$ cat config.mk
export PLATFORM = sky130hd
export DESIGN_NAME = query_field_extractor_top
export DESIGN_NICKNAME = d
export VERILOG_FILES = /design/src/design/qfe_pkg.sv /design/src/design/query_field_extractor_top.sv /design/src/design/qfe_step.sv /design/src/design/qfe_out_fifo.sv
export SDC_FILE = /design/constraint.sdc
export NUM_CORES = 1
export LEC_CHECK = 0
export BUFFER_PORTS_ARGS = -buffer_cell sky130_fd_sc_hd__clkbuf_2
export CAP_MARGIN = 20
export CORE_MARGIN = 10
export CORE_UTILIZATION = 47
export CTS_BUF_LIST = sky130_fd_sc_hd__clkbuf_8 sky130_fd_sc_hd__clkbuf_16
export DETAILED_ROUTE_END_ITERATION = 7
export GPL_ROUTABILITY_DRIVEN = 0
export GPL_TIMING_DRIVEN = 1
export PLACE_DENSITY = 0.67
export SYNTH_ARGS = -nofsm -noshare
export SYNTH_HDL_FRONTEND = slang
export SYNTH_SLANG_ARGS = --single-unit
$ cat constraint.sdc
create_clock -name clk -period 6.8 [get_ports clk]
set_clock_uncertainty 0.05 [all_clocks]
set_input_delay 0.34 -clock clk [delete_from_list [all_inputs] [get_ports clk]]
set_output_delay 0.34 -clock clk [all_outputs]
set_load 0.01 [all_outputs]
$ cat src/design/qfe_pkg.sv
// ----------------------------------------------------------------------------
// qfe_pkg
// Shared types, constants and helpers of the query field extractor.
// ----------------------------------------------------------------------------
package qfe_pkg;

  // Default tag capacity in characters
  localparam int QFE_MAX_TAG_CHARS = 8;

  // Configuration register indexes
  localparam logic [1:0] REG_TAG_CHARS  = 2'd0;
  localparam logic [1:0] REG_TAG_LENGTH = 2'd1;
  localparam logic [1:0] REG_MAX_VALUE  = 2'd2;

  localparam logic [15:0] MAX_VALUE_RESET = 16'hFFFF;

  // Characters of interest
  localparam logic [7:0] CHAR_NUL = 8'h00;
  localparam logic [7:0] CHAR_AMP = 8'h26;
  localparam logic [7:0] CHAR_EQ  = 8'h3D;
  localparam logic [7:0] CHAR_PCT = 8'h25;

  // Done report status codes
  localparam logic [1:0] ST_FOUND      = 2'd0;
  localparam logic [1:0] ST_NOT_FOUND  = 2'd1;
  localparam logic [1:0] ST_BAD_ESCAPE = 2'd2;
  localparam logic [1:0] ST_EMPTY_TAG  = 2'd3;

  // Result kinds
  localparam logic KIND_VALUE = 1'b0;
  localparam logic KIND_DONE  = 1'b1;

  typedef struct packed {
    logic        kind;
    logic [7:0]  value_byte;
    logic [1:0]  status;
    logic [15:0] value_length;
    logic        final_res;
  } res_t;

  // Up to two results per input byte
  typedef struct packed {
    logic [1:0] count;
    res_t       res0;
    res_t       res1;
  } step_out_t;

  // Hex digit decode: bit 4 set when the byte is a hex digit
  function automatic logic [4:0] hex_decode(input logic [7:0] c);
    logic [4:0] r;
    r = 5'd0;
    if (c >= 8'h30 && c <= 8'h39) begin
      r = {1'b1, 4'(c - 8'h30)};
    end else if (c >= 8'h41 && c <= 8'h46) begin
      r = {1'b1, 4'(c - 8'h41 + 8'h0A)};
    end else if (c >= 8'h61 && c <= 8'h66) begin
      r = {1'b1, 4'(c - 8'h61 + 8'h0A)};
    end
    return r;
  endfunction

  function automatic res_t make_value(input logic [7:0] b);
    res_t r;
    r = '0;
    r.kind       = KIND_VALUE;
    r.value_byte = b;
    return r;
  endfunction

  // Length is reported only with status found
  function automatic res_t make_done(input logic [1:0] st, input logic [15:0] len);
    res_t r;
    r = '0;
    r.kind         = KIND_DONE;
    r.status       = st;
    r.value_length = (st == ST_FOUND) ? len : 16'd0;
    r.final_res    = 1'b1;
    return r;
  endfunction

endpackage

$ cat src/design/query_field_extractor_top.sv
// ----------------------------------------------------------------------------
// query_field_extractor_top
// Looks up one key in a URL-encoded query string and streams its value.
// ----------------------------------------------------------------------------
// Usage:
//   Send the query string on the s_axis channel, one byte per transaction,
//   ended by a zero byte. The decoded value bytes of the key equal to the
//   configured tag leave on m_axis (tuser low), followed by one done report
//   (tuser high, tlast high) carrying status and value length. Bytes after
//   the done report are dropped until the zero byte that ends the string.
//   Program tag, tag length and length limit over the APB port at 8*index
//   while no lookup is under way.
// Timing:
//   A byte is held in an input register, then the lookup logic updates its
//   state and writes its results into a four-entry result queue, whose head
//   drives m_axis. One byte per cycle is sustained; the result queue sets
//   the rate, taking a byte only while it has room for two results.
// Reset and stalls:
//   Reset clears the queue, the input register and the lookup state, and
//   restores the register defaults. When m_axis stalls the queue fills and
//   s_axis_tready drops; nothing is lost.
// ----------------------------------------------------------------------------
module query_field_extractor_top
  import qfe_pkg::*;
#(
  parameter int MAX_TAG_CHARS = QFE_MAX_TAG_CHARS
) (
  input  logic        clk,
  input  logic        rst,
  // Query byte stream
  input  logic        s_axis_tvalid,
  output logic        s_axis_tready,
  input  logic [7:0]  s_axis_tdata,   // [7:0] char_in
  // Result stream
  output logic        m_axis_tvalid,
  input  logic        m_axis_tready,
  output logic [31:0] m_axis_tdata,   // [7:0] value_byte, [9:8] status,
                                      // [25:10] value_length, [31:26] zero
  output logic        m_axis_tuser,   // [0] kind
  output logic        m_axis_tlast,   // final_res
  // Register port
  input  logic        psel,
  input  logic        penable,
  input  logic        pwrite,
  input  logic [4:0]  paddr,
  input  logic [63:0] pwdata,
  output logic [63:0] prdata,
  output logic        pready
);

  localparam int TAG_W = MAX_TAG_CHARS * 8;

  // Configuration registers
  logic [TAG_W-1:0] tag_chars;
  logic [3:0]       tag_length;
  logic [15:0]      max_value_length;

  // Input register
  logic       in_valid;
  logic [7:0] in_char;

  logic       has_room;
  logic       advance;
  step_out_t  step_out;
  res_t       out_res;
  logic [1:0] reg_index;
  logic       reg_write;

  assign pready    = 1'b1;
  assign reg_index = paddr[4:3];
  assign reg_write = psel && penable && pwrite && pready;

  always_ff @(posedge clk) begin
    if (rst) begin
      tag_chars        <= '0;
      tag_length       <= 4'd0;
      max_value_length <= MAX_VALUE_RESET;
    end else if (reg_write) begin
      case (reg_index)
        REG_TAG_CHARS:  tag_chars        <= pwdata[TAG_W-1:0];
        REG_TAG_LENGTH: tag_length       <= pwdata[3:0];
        REG_MAX_VALUE:  max_value_length <= pwdata[15:0];
        default: ;
      endcase
    end
  end

  always_comb begin
    case (reg_index)
      REG_TAG_CHARS:  prdata = 64'(tag_chars);
      REG_TAG_LENGTH: prdata = 64'(tag_length);
      REG_MAX_VALUE:  prdata = 64'(max_value_length);
      default:        prdata = 64'd0;
    endcase
  end

  // Advance the held byte once the queue can take both of its results
  assign advance       = in_valid && has_room;
  assign s_axis_tready = !in_valid || advance;

  always_ff @(posedge clk) begin
    if (rst) begin
      in_valid <= 1'b0;
    end else if (s_axis_tready) begin
      in_valid <= s_axis_tvalid;
    end
  end

  always_ff @(posedge clk) begin
    if (s_axis_tvalid && s_axis_tready) begin
      in_char <= s_axis_tdata;
    end
  end

  qfe_step #(
    .MAX_TAG_CHARS(MAX_TAG_CHARS)
  ) u_step (
    .clk              (clk),
    .rst              (rst),
    .advance          (advance),
    .char_in          (in_char),
    .tag_chars        (tag_chars),
    .tag_length       (tag_length),
    .max_value_length (max_value_length),
    .step_out         (step_out)
  );

  qfe_out_fifo u_out_fifo (
    .clk       (clk),
    .rst       (rst),
    .push      (advance),
    .push_data (step_out),
    .has_room  (has_room),
    .out_valid (m_axis_tvalid),
    .out_ready (m_axis_tready),
    .out_data  (out_res)
  );

  assign m_axis_tdata = {6'd0, out_res.value_length, out_res.status, out_res.value_byte};
  assign m_axis_tuser = out_res.kind;
  assign m_axis_tlast = out_res.final_res;

endmodule

$ cat src/design/qfe_step.sv
// ----------------------------------------------------------------------------
// qfe_step
// Lookup state machine: one query byte per cycle while advance is high, up to two results.
// ----------------------------------------------------------------------------
module qfe_step
  import qfe_pkg::*;
#(
  parameter int MAX_TAG_CHARS = QFE_MAX_TAG_CHARS
) (
  input  logic                       clk,
  input  logic                       rst,
  input  logic                       advance,
  input  logic [7:0]                 char_in,
  input  logic [MAX_TAG_CHARS*8-1:0] tag_chars,
  input  logic [3:0]                 tag_length,
  input  logic [15:0]                max_value_length,
  output step_out_t                  step_out
);

  typedef enum logic [8:0] {
    PH_START    = 9'b000000001,
    PH_KEY      = 9'b000000010,
    PH_KEY_ESC1 = 9'b000000100,
    PH_KEY_ESC2 = 9'b000001000,
    PH_SKIP     = 9'b000010000,
    PH_VALUE    = 9'b000100000,
    PH_VAL_ESC1 = 9'b001000000,
    PH_VAL_ESC2 = 9'b010000000,
    PH_DRAIN    = 9'b100000000
  } phase_t;

  phase_t      phase, phase_next;
  logic [3:0]  tag_position, tag_position_next;
  logic [3:0]  high_nibble, high_nibble_next;
  logic [15:0] emitted_count, emitted_count_next;

  logic [3:0]  eff_len;
  logic [4:0]  hex;
  logic [3:0]  cmp_pos;
  logic [7:0]  cmp_byte;
  logic        tag_hit;
  logic [7:0]  esc_byte;
  logic [15:0] count_inc;
  phase_t      done_phase;

  assign eff_len    = (tag_length > 4'(MAX_TAG_CHARS)) ? 4'(MAX_TAG_CHARS) : tag_length;
  assign hex        = hex_decode(char_in);
  assign esc_byte   = {high_nibble, hex[3:0]};
  assign cmp_pos    = (phase == PH_START) ? 4'd0 : tag_position;
  assign cmp_byte   = (phase == PH_KEY_ESC2) ? esc_byte : char_in;
  assign count_inc  = emitted_count + 16'd1;
  assign done_phase = (char_in == CHAR_NUL) ? PH_START : PH_DRAIN;

  always_comb begin
    tag_hit = 1'b0;
    for (int i = 0; i < MAX_TAG_CHARS; i++) begin
      if (cmp_pos == 4'(i) && 4'(i) < eff_len && tag_chars[8*i +: 8] == cmp_byte) begin
        tag_hit = 1'b1;
      end
    end
  end

  always_comb begin
    phase_next         = phase;
    tag_position_next  = tag_position;
    high_nibble_next   = high_nibble;
    emitted_count_next = emitted_count;
    step_out           = '0;
    case (phase)
      PH_START, PH_KEY: begin
        tag_position_next = cmp_pos;
        if (phase == PH_START && eff_len == 4'd0) begin
          step_out.count    = 2'd1;
          step_out.res0     = make_done(ST_EMPTY_TAG, 16'd0);
          phase_next        = done_phase;
          tag_position_next = 4'd0;
        end else begin
          phase_next = PH_KEY;
          if (char_in == CHAR_NUL) begin
            step_out.count    = 2'd1;
            step_out.res0     = make_done(ST_NOT_FOUND, 16'd0);
            phase_next        = PH_START;
            tag_position_next = 4'd0;
          end else if (char_in == CHAR_AMP) begin
            tag_position_next = 4'd0;
          end else if (char_in == CHAR_EQ) begin
            if (cmp_pos == eff_len) begin
              emitted_count_next = 16'd0;
              if (max_value_length == 16'd0) begin
                step_out.count    = 2'd1;
                step_out.res0     = make_done(ST_FOUND, 16'd0);
                phase_next        = PH_DRAIN;
                tag_position_next = 4'd0;
              end else begin
                phase_next = PH_VALUE;
              end
            end else begin
              phase_next = PH_SKIP;
            end
          end else if (char_in == CHAR_PCT) begin
            phase_next = PH_KEY_ESC1;
          end else if (tag_hit) begin
            tag_position_next = cmp_pos + 4'd1;
          end else begin
            phase_next = PH_SKIP;
          end
        end
      end
      PH_KEY_ESC1, PH_VAL_ESC1: begin
        if (!hex[4]) begin
          step_out.count    = 2'd1;
          step_out.res0     = make_done(ST_BAD_ESCAPE, 16'd0);
          phase_next        = done_phase;
          tag_position_next = 4'd0;
        end else begin
          high_nibble_next = hex[3:0];
          phase_next       = (phase == PH_KEY_ESC1) ? PH_KEY_ESC2 : PH_VAL_ESC2;
        end
      end
      PH_KEY_ESC2: begin
        if (!hex[4]) begin
          step_out.count    = 2'd1;
          step_out.res0     = make_done(ST_BAD_ESCAPE, 16'd0);
          phase_next        = done_phase;
          tag_position_next = 4'd0;
        end else if (tag_hit) begin
          tag_position_next = tag_position + 4'd1;
          phase_next        = PH_KEY;
        end else begin
          phase_next = PH_SKIP;
        end
      end
      PH_SKIP: begin
        if (char_in == CHAR_NUL) begin
          step_out.count    = 2'd1;
          step_out.res0     = make_done(ST_NOT_FOUND, 16'd0);
          phase_next        = PH_START;
          tag_position_next = 4'd0;
        end else if (char_in == CHAR_AMP) begin
          tag_position_next = 4'd0;
          phase_next        = PH_KEY;
        end
      end
      PH_VALUE, PH_VAL_ESC2: begin
        if (phase == PH_VAL_ESC2 && !hex[4]) begin
          step_out.count    = 2'd1;
          step_out.res0     = make_done(ST_BAD_ESCAPE, 16'd0);
          phase_next        = done_phase;
          tag_position_next = 4'd0;
        end else if (phase == PH_VALUE && (char_in == CHAR_NUL || char_in == CHAR_AMP)) begin
          step_out.count    = 2'd1;
          step_out.res0     = make_done(ST_FOUND, emitted_count);
          phase_next        = done_phase;
          tag_position_next = 4'd0;
        end else if (phase == PH_VALUE && char_in == CHAR_PCT) begin
          phase_next = PH_VAL_ESC1;
        end else begin
          // Emit one decoded byte; close the lookup at the length limit
          step_out.count     = 2'd1;
          step_out.res0      = make_value((phase == PH_VALUE) ? char_in : esc_byte);
          emitted_count_next = count_inc;
          phase_next         = PH_VALUE;
          if (count_inc >= max_value_length) begin
            step_out.count    = 2'd2;
            step_out.res1     = make_done(ST_FOUND, count_inc);
            phase_next        = done_phase;
            tag_position_next = 4'd0;
          end
        end
      end
      PH_DRAIN: begin
        if (char_in == CHAR_NUL) begin
          phase_next        = PH_START;
          tag_position_next = 4'd0;
        end
      end
      default: begin
        phase_next        = PH_START;
        tag_position_next = 4'd0;
      end
    endcase
  end

  always_ff @(posedge clk) begin
    if (rst) begin
      phase         <= PH_START;
      tag_position  <= 4'd0;
      high_nibble   <= 4'd0;
      emitted_count <= 16'd0;
    end else if (advance) begin
      phase         <= phase_next;
      tag_position  <= tag_position_next;
      high_nibble   <= high_nibble_next;
      emitted_count <= emitted_count_next;
    end
  end

endmodule

$ cat src/design/qfe_out_fifo.sv
// ----------------------------------------------------------------------------
// qfe_out_fifo
// Four-entry result queue taking up to two results per cycle.
// ----------------------------------------------------------------------------
module qfe_out_fifo
  import qfe_pkg::*;
(
  input  logic      clk,
  input  logic      rst,
  input  logic      push,
  input  step_out_t push_data,
  output logic      has_room,
  output logic      out_valid,
  input  logic      out_ready,
  output res_t      out_data
);

  res_t       entries [4];
  logic [1:0] wr_ptr;
  logic [1:0] rd_ptr;
  logic [2:0] count;
  logic [1:0] push_count;
  logic       pop;

  assign push_count = push ? push_data.count : 2'd0;
  assign pop        = out_valid && out_ready;
  assign out_valid  = (count != 3'd0);
  assign out_data   = entries[rd_ptr];
  assign has_room   = (count <= 3'd2);

  always_ff @(posedge clk) begin
    if (push_count != 2'd0) begin
      entries[wr_ptr] <= push_data.res0;
    end
    if (push_count == 2'd2) begin
      entries[wr_ptr + 2'd1] <= push_data.res1;
    end
  end

  always_ff @(posedge clk) begin
    if (rst) begin
      wr_ptr <= 2'd0;
      rd_ptr <= 2'd0;
      count  <= 3'd0;
    end else begin
      wr_ptr <= wr_ptr + push_count;
      if (pop) begin
        rd_ptr <= rd_ptr + 2'd1;
      end
      count <= count + 3'(push_count) - 3'(pop);
    end
  end

endmodule
==> results of run 1 <==
[layout make-up]
cell class | count | area, um2
Clock buffer | 30 | 717
Clock inverter | 18 | 135
Fill cell | 2521 | 12400
Inverter | 37 | 139
Multi-Input combinational cell | 1146 | 7390
Sequential cell | 243 | 5630
Tap cell | 384 | 480
Timing Repair Buffer | 268 | 1770
[power by group through the flow]
stage	registers, mW	logic [mW]	clock network, mW
after floorplan	1.62	0.500	0
after global placement	1.68	0.649	0
after detailed placement	1.68	0.663	0
after CTS	1.65	0.698	1.44
after global routing	1.66	0.760	1.50
final	1.65	0.692	1.41
[sequential cells by signal (all words and copies together), names as in the netlist, named ones only]
register              count
u_step.phase              9
u_out_fifo.wr_ptr         2
in_char                   8
in_valid                  1
u_step.emitted_count     16
u_step.tag_position       4
tag_chars                64
u_out_fifo.rd_ptr         2
tag_length                4
max_value_length         16
u_out_fifo.entries      108
u_out_fifo.count          3
u_step.high_nibble        4
[stage by stage]
stage	setup WS, ns	hold slack (ns)	cells	util [%]	area [um2]
global route	0.632	0.00756	2126	56.8	16300
finish	1.07	0.0166	2126	56.8	16300
global placement	1.31	0.393	2006	51.3	14700
detailed placement	1.16	0.398	2007	51.3	14700
CTS	1.12	0.00133	2125	56.8	16200
floorplan	1.92	0.383	1536	-	13600
[worst max-delay path: stages (launching register included)]
cell and delay [ns]:
sky130_fd_sc_hd__dfxtp_1 0.61, sky130_fd_sc_hd__nand3_1 0.18, sky130_fd_sc_hd__nor2_1 0.24, sky130_fd_sc_hd__and3_1 0.29, sky130_fd_sc_hd__and3_1 0.24, sky130_fd_sc_hd__and3_1 0.42
sky130_fd_sc_hd__nand3_1 0.14, sky130_fd_sc_hd__xor2_1 0.48, sky130_fd_sc_hd__inv_1 0.13, sky130_fd_sc_hd__ha_1 0.33, sky130_fd_sc_hd__nand4_1 0.10, sky130_fd_sc_hd__a21o_1 0.15
sky130_fd_sc_hd__nand2_1 0.12, sky130_fd_sc_hd__nand2_1 0.15, sky130_fd_sc_hd__nor2_1 0.49, sky130_fd_sc_hd__nand3_1 0.56, sky130_fd_sc_hd__nand2_1 0.40, sky130_fd_sc_hd__buf_4 0.31
[worst max path at each step]
| stage | from | to | depth (start not counted) |
|---|---|---|---|
| after floorplan | u_step.emitted_count[4]$_SDFFE_PP0P_ | u_out_fifo.entries[1][0]$_DFFE_PP_ | 20 |
| after global placement | u_step.emitted_count[0]$_SDFFE_PP0P_ | u_out_fifo.entries[1][8]$_DFFE_PP_ | 17 |
| after detailed placement | u_step.emitted_count[0]$_SDFFE_PP0P_ | u_out_fifo.entries[1][9]$_DFFE_PP_ | 17 |
| after CTS | u_step.emitted_count[0]$_SDFFE_PP0P_ | u_out_fifo.entries[1][13]$_DFFE_PP_ | 17 |
| after global routing | u_step.emitted_count[0]$_SDFFE_PP0P_ | u_out_fifo.entries[1][5]$_DFFE_PP_ | 17 |
| final | u_step.emitted_count[0]$_SDFFE_PP0P_ | u_out_fifo.entries[1][8]$_DFFE_PP_ | 17 |
[cells in the final DEF, fill, tap and decap left out, drive strengths merged, types with 19 or more instances in the layout]
cell         instances
nand2              217
clkbuf             204
dfxtp              167
a21oi              142
nor2               109
o21ai               78
edfxtp              76
dlygate4sd3         70
nand3               66
and2                60
xnor2               55
inv                 42
a21o                32
ha                  30
nor3                29
mux4                27
xor2                26
o22ai               26
mux2i               26
buf                 24
nor4                22
or3                 20
nand2b              19
[metal layers]
metal / GRT usage (%) / share of wire [%] / routed length [um] / vias to the layer above
met1: 28.5 / 43 / 17400 / 5720
met4: 5.86 / 2.4 / 961 / 0
met2: 35.5 / 47 / 18900 / 439
met3: 4.61 / 7.6 / 3060 / 58
li1: - / - / - / 5818
met5: 0 / 0 / 0 / -
[kinds of logic after synthesis]
family / Yosys count / share of synthesized area, %
multiplexers: 54 / 6.85
AND/OR/NAND/NOR: 614 / 22.4
other: 2 / 0.0553
buffers and inverters: 147 / 4.41
XOR/XNOR: 81 / 5.23
AO/OA/AOI/OAI: 359 / 16.7
flip-flops: 243 / 41.4
adder cells (fa/ha/maj): 31 / 2.91
[repair_timing]
item,4_1_cts,5_1_grt
gates resized for setup,0,0
hold buffers,70,0
endpoints found under the hold margin,82,0
==> run_results.csv, run 1 <==
group,metric,value,unit
detailed_routing,detail_route.wirelength,40300,um
setup_path,critical_setup_path_kind,"register to register",
sta,relSlewSlack,24.9,%
pwr,power.switching_fraction,28.0,%
clocking,root_buffer,"sky130_fd_sc_hd__clkbuf_16",
synth,synth_top_cell_by_area,"sky130_fd_sc_hd__dfxtp_1",
final_layout,design.final.nets,1838,
pwr,vdd_ir_drop_max,177,uV
clocking,cts_inserted_buffers,27,
clocking,post-cts-setup-buffer-count,0,
sta,grt_setup_unrepaired,"false",
detailed_routing,avgViaCountPerCell,5.66,
detailed_routing,detailedRoute.firstIterationViolations,1002,
synth,synth.cells.most_frequent,"sky130_fd_sc_hd__nand2_1 (217), sky130_fd_sc_hd__dfxtp_1 (167), sky130_fd_sc_hd__a21oi_1 (139)",
grt,first_pass_grt_wire_length,64700,um
detailed_routing,num_vias,12035,
detailed_routing,detail_route.drc_violations,0,
min_path,whs_endpoint,"max_value_length[4]$_SDFFE_PP1P_",
synth,synthArstFlopShare,0,%
sta,setup_violations,0,
min_path,worst_hold_startpoint,"pwdata[4]",
synth,synth.yosys.seq_area_share,41.4,%
placement,port_buffers,174,
pwr,power.switching,1.05,mW
setup_path,rr_worst_depth,17,
clocking,h_tree_levels,1,
run_status,outcome,"finished clean",
sta,period_minus_slack,5.73,ns
pwr,post-layout-total-power,3.75,mW
setup_path,worst_r2r_startpoint,"u_step.emitted_count[0]$_SDFFE_PP0P_",
synth,syn-instance-count,1531,
die,floorplan.io_pins,185,
detailed_routing,ant_nets,0,
setup_path,critical_path_required,6.98,ns
sta,fin_crit_sh,84.3,%
grt,grtUsageTotal,21.7,%
synth,yosys_top_cell_area_share,24.6,%
setup_path,setup.reg_to_reg.worst_slack,1.07,ns
setup_path,crit_path_start_kind,"register",
synth,post_synth_num_cell_types,77,
grt,grt_antenna_before_repair,0,
pwr,intPower,2.70,mW
sta,max_freq,0.174,GHz
synth,yosys_warnings,0,
placement,detailedPlacementHpwl,28000,um
clocking,max-clock-path-buffers,3,
run,cap_viol_max_count,0,
sta,worstMarginPinSlew,1.12,ns
setup_path,setup.worst_path.end_class,"register",
die,floorplan.core_area,0.0286,mm2
clocking,cts_tree,"built",
sta,hold_viol_final,0,
pwr,pwr-share-clk,37.6,%
synth,post-synth-top-count-cell,"sky130_fd_sc_hd__nand2_1",
setup_path,worst_r2r_endpoint,"u_out_fifo.entries[1][8]$_DFFE_PP_",
synth,synth-edff-count,76,
clocking,cts.reportedPaths.clkPinSlew,0.06,ns
die,die_area,0.0361,mm2
synth,post_synth_main_area_contributors,"sky130_fd_sc_hd__dfxtp_1 (25%), sky130_fd_sc_hd__edfxtp_1 (17%), sky130_fd_sc_hd__nand2_1 (6.0%), sky130_fd_sc_hd__a21oi_1 (5.1%), sky130_fd_sc_hd__mux4_2 (4.5%)",
grt,grt_overflow,0,
grt,grt_pass1_vias,11842,
synth,synthesized_flop_and_latch_total,243,
die,die_width,190,um
synth,syn_area_per_cell,8.87,um2
sta,timing.final.max_slew_violations,0,
sta,tns,0,ns
die,fp-row-count,62,
clocking,clkLatencyLatePin,0.54,ns
min_path,min_delay_path_depth,2,
clocking,clock_sinks,243,
final_layout,syn2layout_area_growth,19.7,%
pwr,p_leak,6.46,nW
synth,dominantRegCellSynth,"sky130_fd_sc_hd__dfxtp_1",
grt,grt_max_degree,78,
detailed_routing,drt_pass1_iterations,5,
setup_path,timing.critical_path.arrival,5.91,ns
pwr,p_per_area,231,mW/mm2
pwr,p_seq_share,43.9,%
synth,synth.cell_area,0.0136,mm2
final_layout,antenna_cells_inserted,0,
min_path,hold_class,"input pin to register",
pwr,power_frac_comb,18.4,%
die,floorplan.initialDensity,47.4,%
die,fp.dieH,190,um
detailed_routing,detail_route.wl_per_cell,19.0,um
setup_path,crit_path_max_fanout,14,
final_layout,drive_above_1_share,17.7,%
No activity file was read; power rests on OpenSTA's default activity.
==> inputs of run 2 (changes only) <==
--- a/config.mk
+++ b/config.mk
@@ -5,6 +5,7 @@
 export SDC_FILE = /design/constraint.sdc
 export NUM_CORES = 1
 export LEC_CHECK = 0
+export ABC_AREA = 1
 export BUFFER_PORTS_ARGS = -buffer_cell sky130_fd_sc_hd__clkbuf_2
 export CAP_MARGIN = 20
 export CORE_MARGIN = 10
@@ -13,7 +14,7 @@
 export DETAILED_ROUTE_END_ITERATION = 7
 export GPL_ROUTABILITY_DRIVEN = 0
 export GPL_TIMING_DRIVEN = 1
-export PLACE_DENSITY = 0.67
+export PLACE_DENSITY = 0.7
 export SYNTH_ARGS = -nofsm -noshare
 export SYNTH_HDL_FRONTEND = slang
 export SYNTH_SLANG_ARGS = --single-unit
==> constraint.sdc (replaced) <==
create_clock -name clk -period 5 [get_ports clk]
set_clock_uncertainty 0.05 [all_clocks]
set_input_delay 0.25 -clock clk [delete_from_list [all_inputs] [get_ports clk]]
set_output_delay 0.25 -clock clk [all_outputs]
set_load 0.01 [all_outputs]
==> run 2 against run 1 <==
Largest power group unchanged. Sequential power is 33% higher. Critical path type unchanged. Fmax is 26% higher. Synthesized cell count is 22% higher. Global-route usage is 0.98 points higher. Register-to-register slack worse by 0.63 ns. Utilization is 0.15 points higher. Clock power is 48% higher. Worst hold slack worse by 0.0088 ns. Highest routed layer unchanged. First-iteration DRC count is 8.2% higher.
==> run_results.csv, run 2 <==
group,metric,value,unit
run_status,outcome,"finished clean",
synth,synth_top_cell_by_area,"sky130_fd_sc_hd__dfxtp_1",
setup_path,critical_path_required,5.24,ns
die,die_width,191,um
final_layout,design.final.nets,2175,
grt,grt_max_degree,69,
clocking,cts.reportedPaths.clkPinSlew,0.06,ns
final_layout,flip_flop_count_of_the_largest_register_after_layout,108,
synth,post_synth_num_cell_types,49,
clocking,post_cts_resized,0,
clocking,cts_tree,"built",
sta,period_minus_slack,4.56,ns
clocking,h_tree_levels,1,
pwr,vdd_ir_drop_max,210,uV
synth,syn_area_per_cell,7.41,um2
grt,grt_overflow,0,
pwr,p_seq_share,40.2,%
grt,grt_antenna_before_repair,1,
synth,synth-edff-count,76,
grt,grt_pass1_vias,12993,
clocking,clock_sinks,243,
final_layout,final_common_cell,"sky130_fd_sc_hd__nand2_1",
min_path,hold_class,"input pin to register",
setup_path,crit_path_start_kind,"register",
pwr,power.switching_fraction,30.1,%
die,die_area,0.0367,mm2
placement,port_buffers,174,
clocking,max-clock-path-buffers,3,
final_layout,register_with_the_most_flip_flops,"u_out_fifo.entries",
synth,synthesized_flop_and_latch_total,243,
setup_path,timing.critical_path.arrival,4.80,ns
detailed_routing,drt_pass1_iterations,6,
detailed_routing,detail_route.wirelength,43100,um
synth,yosys_top_cell_area_share,24.2,%
detailed_routing,ant_nets,0,
sta,tns,0,ns
grt,first_pass_grt_wire_length,68200,um
synth,synth.cell_area,0.0138,mm2
pwr,p_per_area,333,mW/mm2
final_layout,syn2layout_area_growth,18.9,%
placement,placed_cells,2352,
sta,timing.final.max_slew_violations,0,
pwr,p_leak,6.88,nW
clocking,clkLatencyLatePin,0.54,ns
clocking,cts_inserted_buffers,26,
clocking,root_buffer,"sky130_fd_sc_hd__clkbuf_16",
placement,place_area,0.0149,mm2
grt,grtUsageTotal,22.7,%
sta,setup_violations,0,
placement,dp_worst_setup_slack,0.471,ns
die,fp.dieH,191,um
detailed_routing,detail_route.drc_violations,0,
sta,final.setup.worst_slack,0.440,ns
placement,detailedPlacementHpwl,30800,um
detailed_routing,avgViaCountPerCell,5.49,
synth,synth.cells.most_frequent,"sky130_fd_sc_hd__nand2_1 (314), sky130_fd_sc_hd__nor2_1 (205), sky130_fd_sc_hd__inv_1 (196)",
synth,dominantRegCellSynth,"sky130_fd_sc_hd__dfxtp_1",
sta,hold_slack,0.00781,ns
final_layout,design_area,0.0164,mm2
die,fp-row-count,62,
pwr,power.switching,1.65,mW
pwr,intPower,3.83,mW
sta,hold_viol_final,0,
die,floorplan.initialDensity,47.9,%
final_layout,biggestRegsByFlops,"u_out_fifo.entries x108, tag_chars x64",
detailed_routing,num_vias,13539,
synth,post_synth_main_area_contributors,"sky130_fd_sc_hd__dfxtp_1 (24%), sky130_fd_sc_hd__edfxtp_1 (17%), sky130_fd_sc_hd__nand2_1 (8.5%), sky130_fd_sc_hd__o21ai_0 (7.1%), sky130_fd_sc_hd__nor2_1 (5.6%)",
detailed_routing,detail_route.wl_per_cell,17.5,um
run,cap_viol_max_count,0,
synth,synthArstFlopShare,0,%
setup_path,setup.worst_path.end_class,"register",
pwr,pwr-share-clk,38.2,%
sta,max_freq,0.219,GHz
setup_path,crit_path_max_fanout,37,
final_layout,layoutNonFillerInstCount,2464,
sta,fin_crit_sh,91.2,%
die,floorplan.core_area,0.0289,mm2
sta,relSlewSlack,27.2,%
final_layout,final_cell_mix,"sky130_fd_sc_hd__nand2_1 (314), sky130_fd_sc_hd__nor2_1 (204), sky130_fd_sc_hd__inv_1 (202), sky130_fd_sc_hd__o21ai_0 (195), sky130_fd_sc_hd__clkbuf_2 (174)",
synth,yosys_warnings,0,
synth,synth.yosys.seq_area_share,40.7,%
final_layout,drive_above_1_share,16.1,%
sta,worstMarginPinSlew,1.09,ns
synth,syn-instance-count,1865,
die,floorplan.io_pins,185,
synth,post-synth-top-count-cell,"sky130_fd_sc_hd__nand2_1",
setup_path,critical_setup_path_kind,"register to register",
sta,grt_setup_unrepaired,"false",
detailed_routing,detailedRoute.firstIterationViolations,1084,
pwr,power_frac_comb,21.6,%
## run 2: power by group through the flow
| stage | combinational [mW] | clock, mW | sequential, mW |
|---|---|---|---|
| 6_report | 1.18 | 2.09 | 2.20 |
| 4_1_cts | 1.19 | 2.11 | 2.20 |
| 5_1_grt | 1.32 | 2.18 | 2.21 |
| 3_3_place_gp | 1.12 | 0 | 2.24 |
| 3_5_place_dp | 1.14 | 0 | 2.24 |
| 2_1_floorplan | 0.784 | 0 | 2.22 |
## run 2: cell families after synthesis
family,Yosys count,share of synthesized area [%]
simple gates,768,24.9
flops,243,40.7
compound gates,479,20.2
other cells,2,0.0543
fa+ha+maj,31,2.86
buf+inv,315,9.63
xor+xnor,27,1.71
## run 2: worst paths after layout
kind / end / cells after the start / startpoint / slack, ns
setup / recovery: u_out_fifo.entries[3][12]$_DFFE_PP_ / 23 / u_step.emitted_count[0]$_SDFFE_PP0P_ / 0.44
hold / removal: tag_chars[26]$_SDFFE_PP0P_ / 3 / pwdata[26] / 0.008
setup reg to reg: u_out_fifo.entries[3][12]$_DFFE_PP_ / 23 / u_step.emitted_count[0]$_SDFFE_PP0P_ / 0.44
hold reg to reg: u_out_fifo.rd_ptr[1]$_SDFFE_PP0P_ / 2 / u_out_fifo.rd_ptr[1]$_SDFFE_PP0P_ / 0.42
## run 2: repair_timing
item,CTS,global route
hold endpoints to repair,75,0
hold buffers,64,0
setup buffers,0,0
## run 2: area by class of cell
class	instances	area (um2)
Fill cell	2670	12400
Multi-Input combinational cell	1312	6880
Sequential cell	243	5630
Timing Repair Buffer	261	1680
Inverter	216	818
Clock buffer	32	744
Tap cell	384	480
Clock inverter	15	190
Antenna cell	1	2.50
## run 2: worst max-delay path: stages (launching register included)
cell and delay (ns):
sky130_fd_sc_hd__dfxtp_1 0.36, sky130_fd_sc_hd__inv_1 0.11, sky130_fd_sc_hd__nor3_1 0.34, sky130_fd_sc_hd__nand3_1 0.17, sky130_fd_sc_hd__nor3_1 0.27, sky130_fd_sc_hd__and3_1 0.24
sky130_fd_sc_hd__nand3_1 0.11, sky130_fd_sc_hd__nor2_1 0.19, sky130_fd_sc_hd__nand3_1 0.12, sky130_fd_sc_hd__xor2_1 0.19, sky130_fd_sc_hd__inv_1 0.08, sky130_fd_sc_hd__ha_1 0.31
sky130_fd_sc_hd__nand2_1 0.08, sky130_fd_sc_hd__a21oi_1 0.04, sky130_fd_sc_hd__a211oi_1 0.18, sky130_fd_sc_hd__nand2_1 0.17, sky130_fd_sc_hd__nand2_2 0.13, sky130_fd_sc_hd__inv_4 0.09
sky130_fd_sc_hd__nand2_4 0.12, sky130_fd_sc_hd__inv_4 0.07, sky130_fd_sc_hd__nand2_4 0.30, sky130_fd_sc_hd__nand2_1 0.10, sky130_fd_sc_hd__buf_4 0.25, sky130_fd_sc_hd__and2_1 0.20
## run 2: metrics by stage
| stage | total power, mW | utilization [%] |
|---|---|---|
| finish | 5.48 | 56.9 |
| global route | 5.71 | 56.9 |
| CTS | 5.49 | 56.9 |
| detailed placement | 3.38 | 51.5 |
| global placement | 3.35 | 51.5 |
| floorplan | 3.00 | - |
## run 2: layer usage
metal  GRT usage, %  up-vias  routed length [um]
met4           6.28        0                1030
met2           38.4      571               20100
met1           28.8     6223               18700
met5              0        -                   0
li1               -     6665                   -
met3           4.43       80                3280
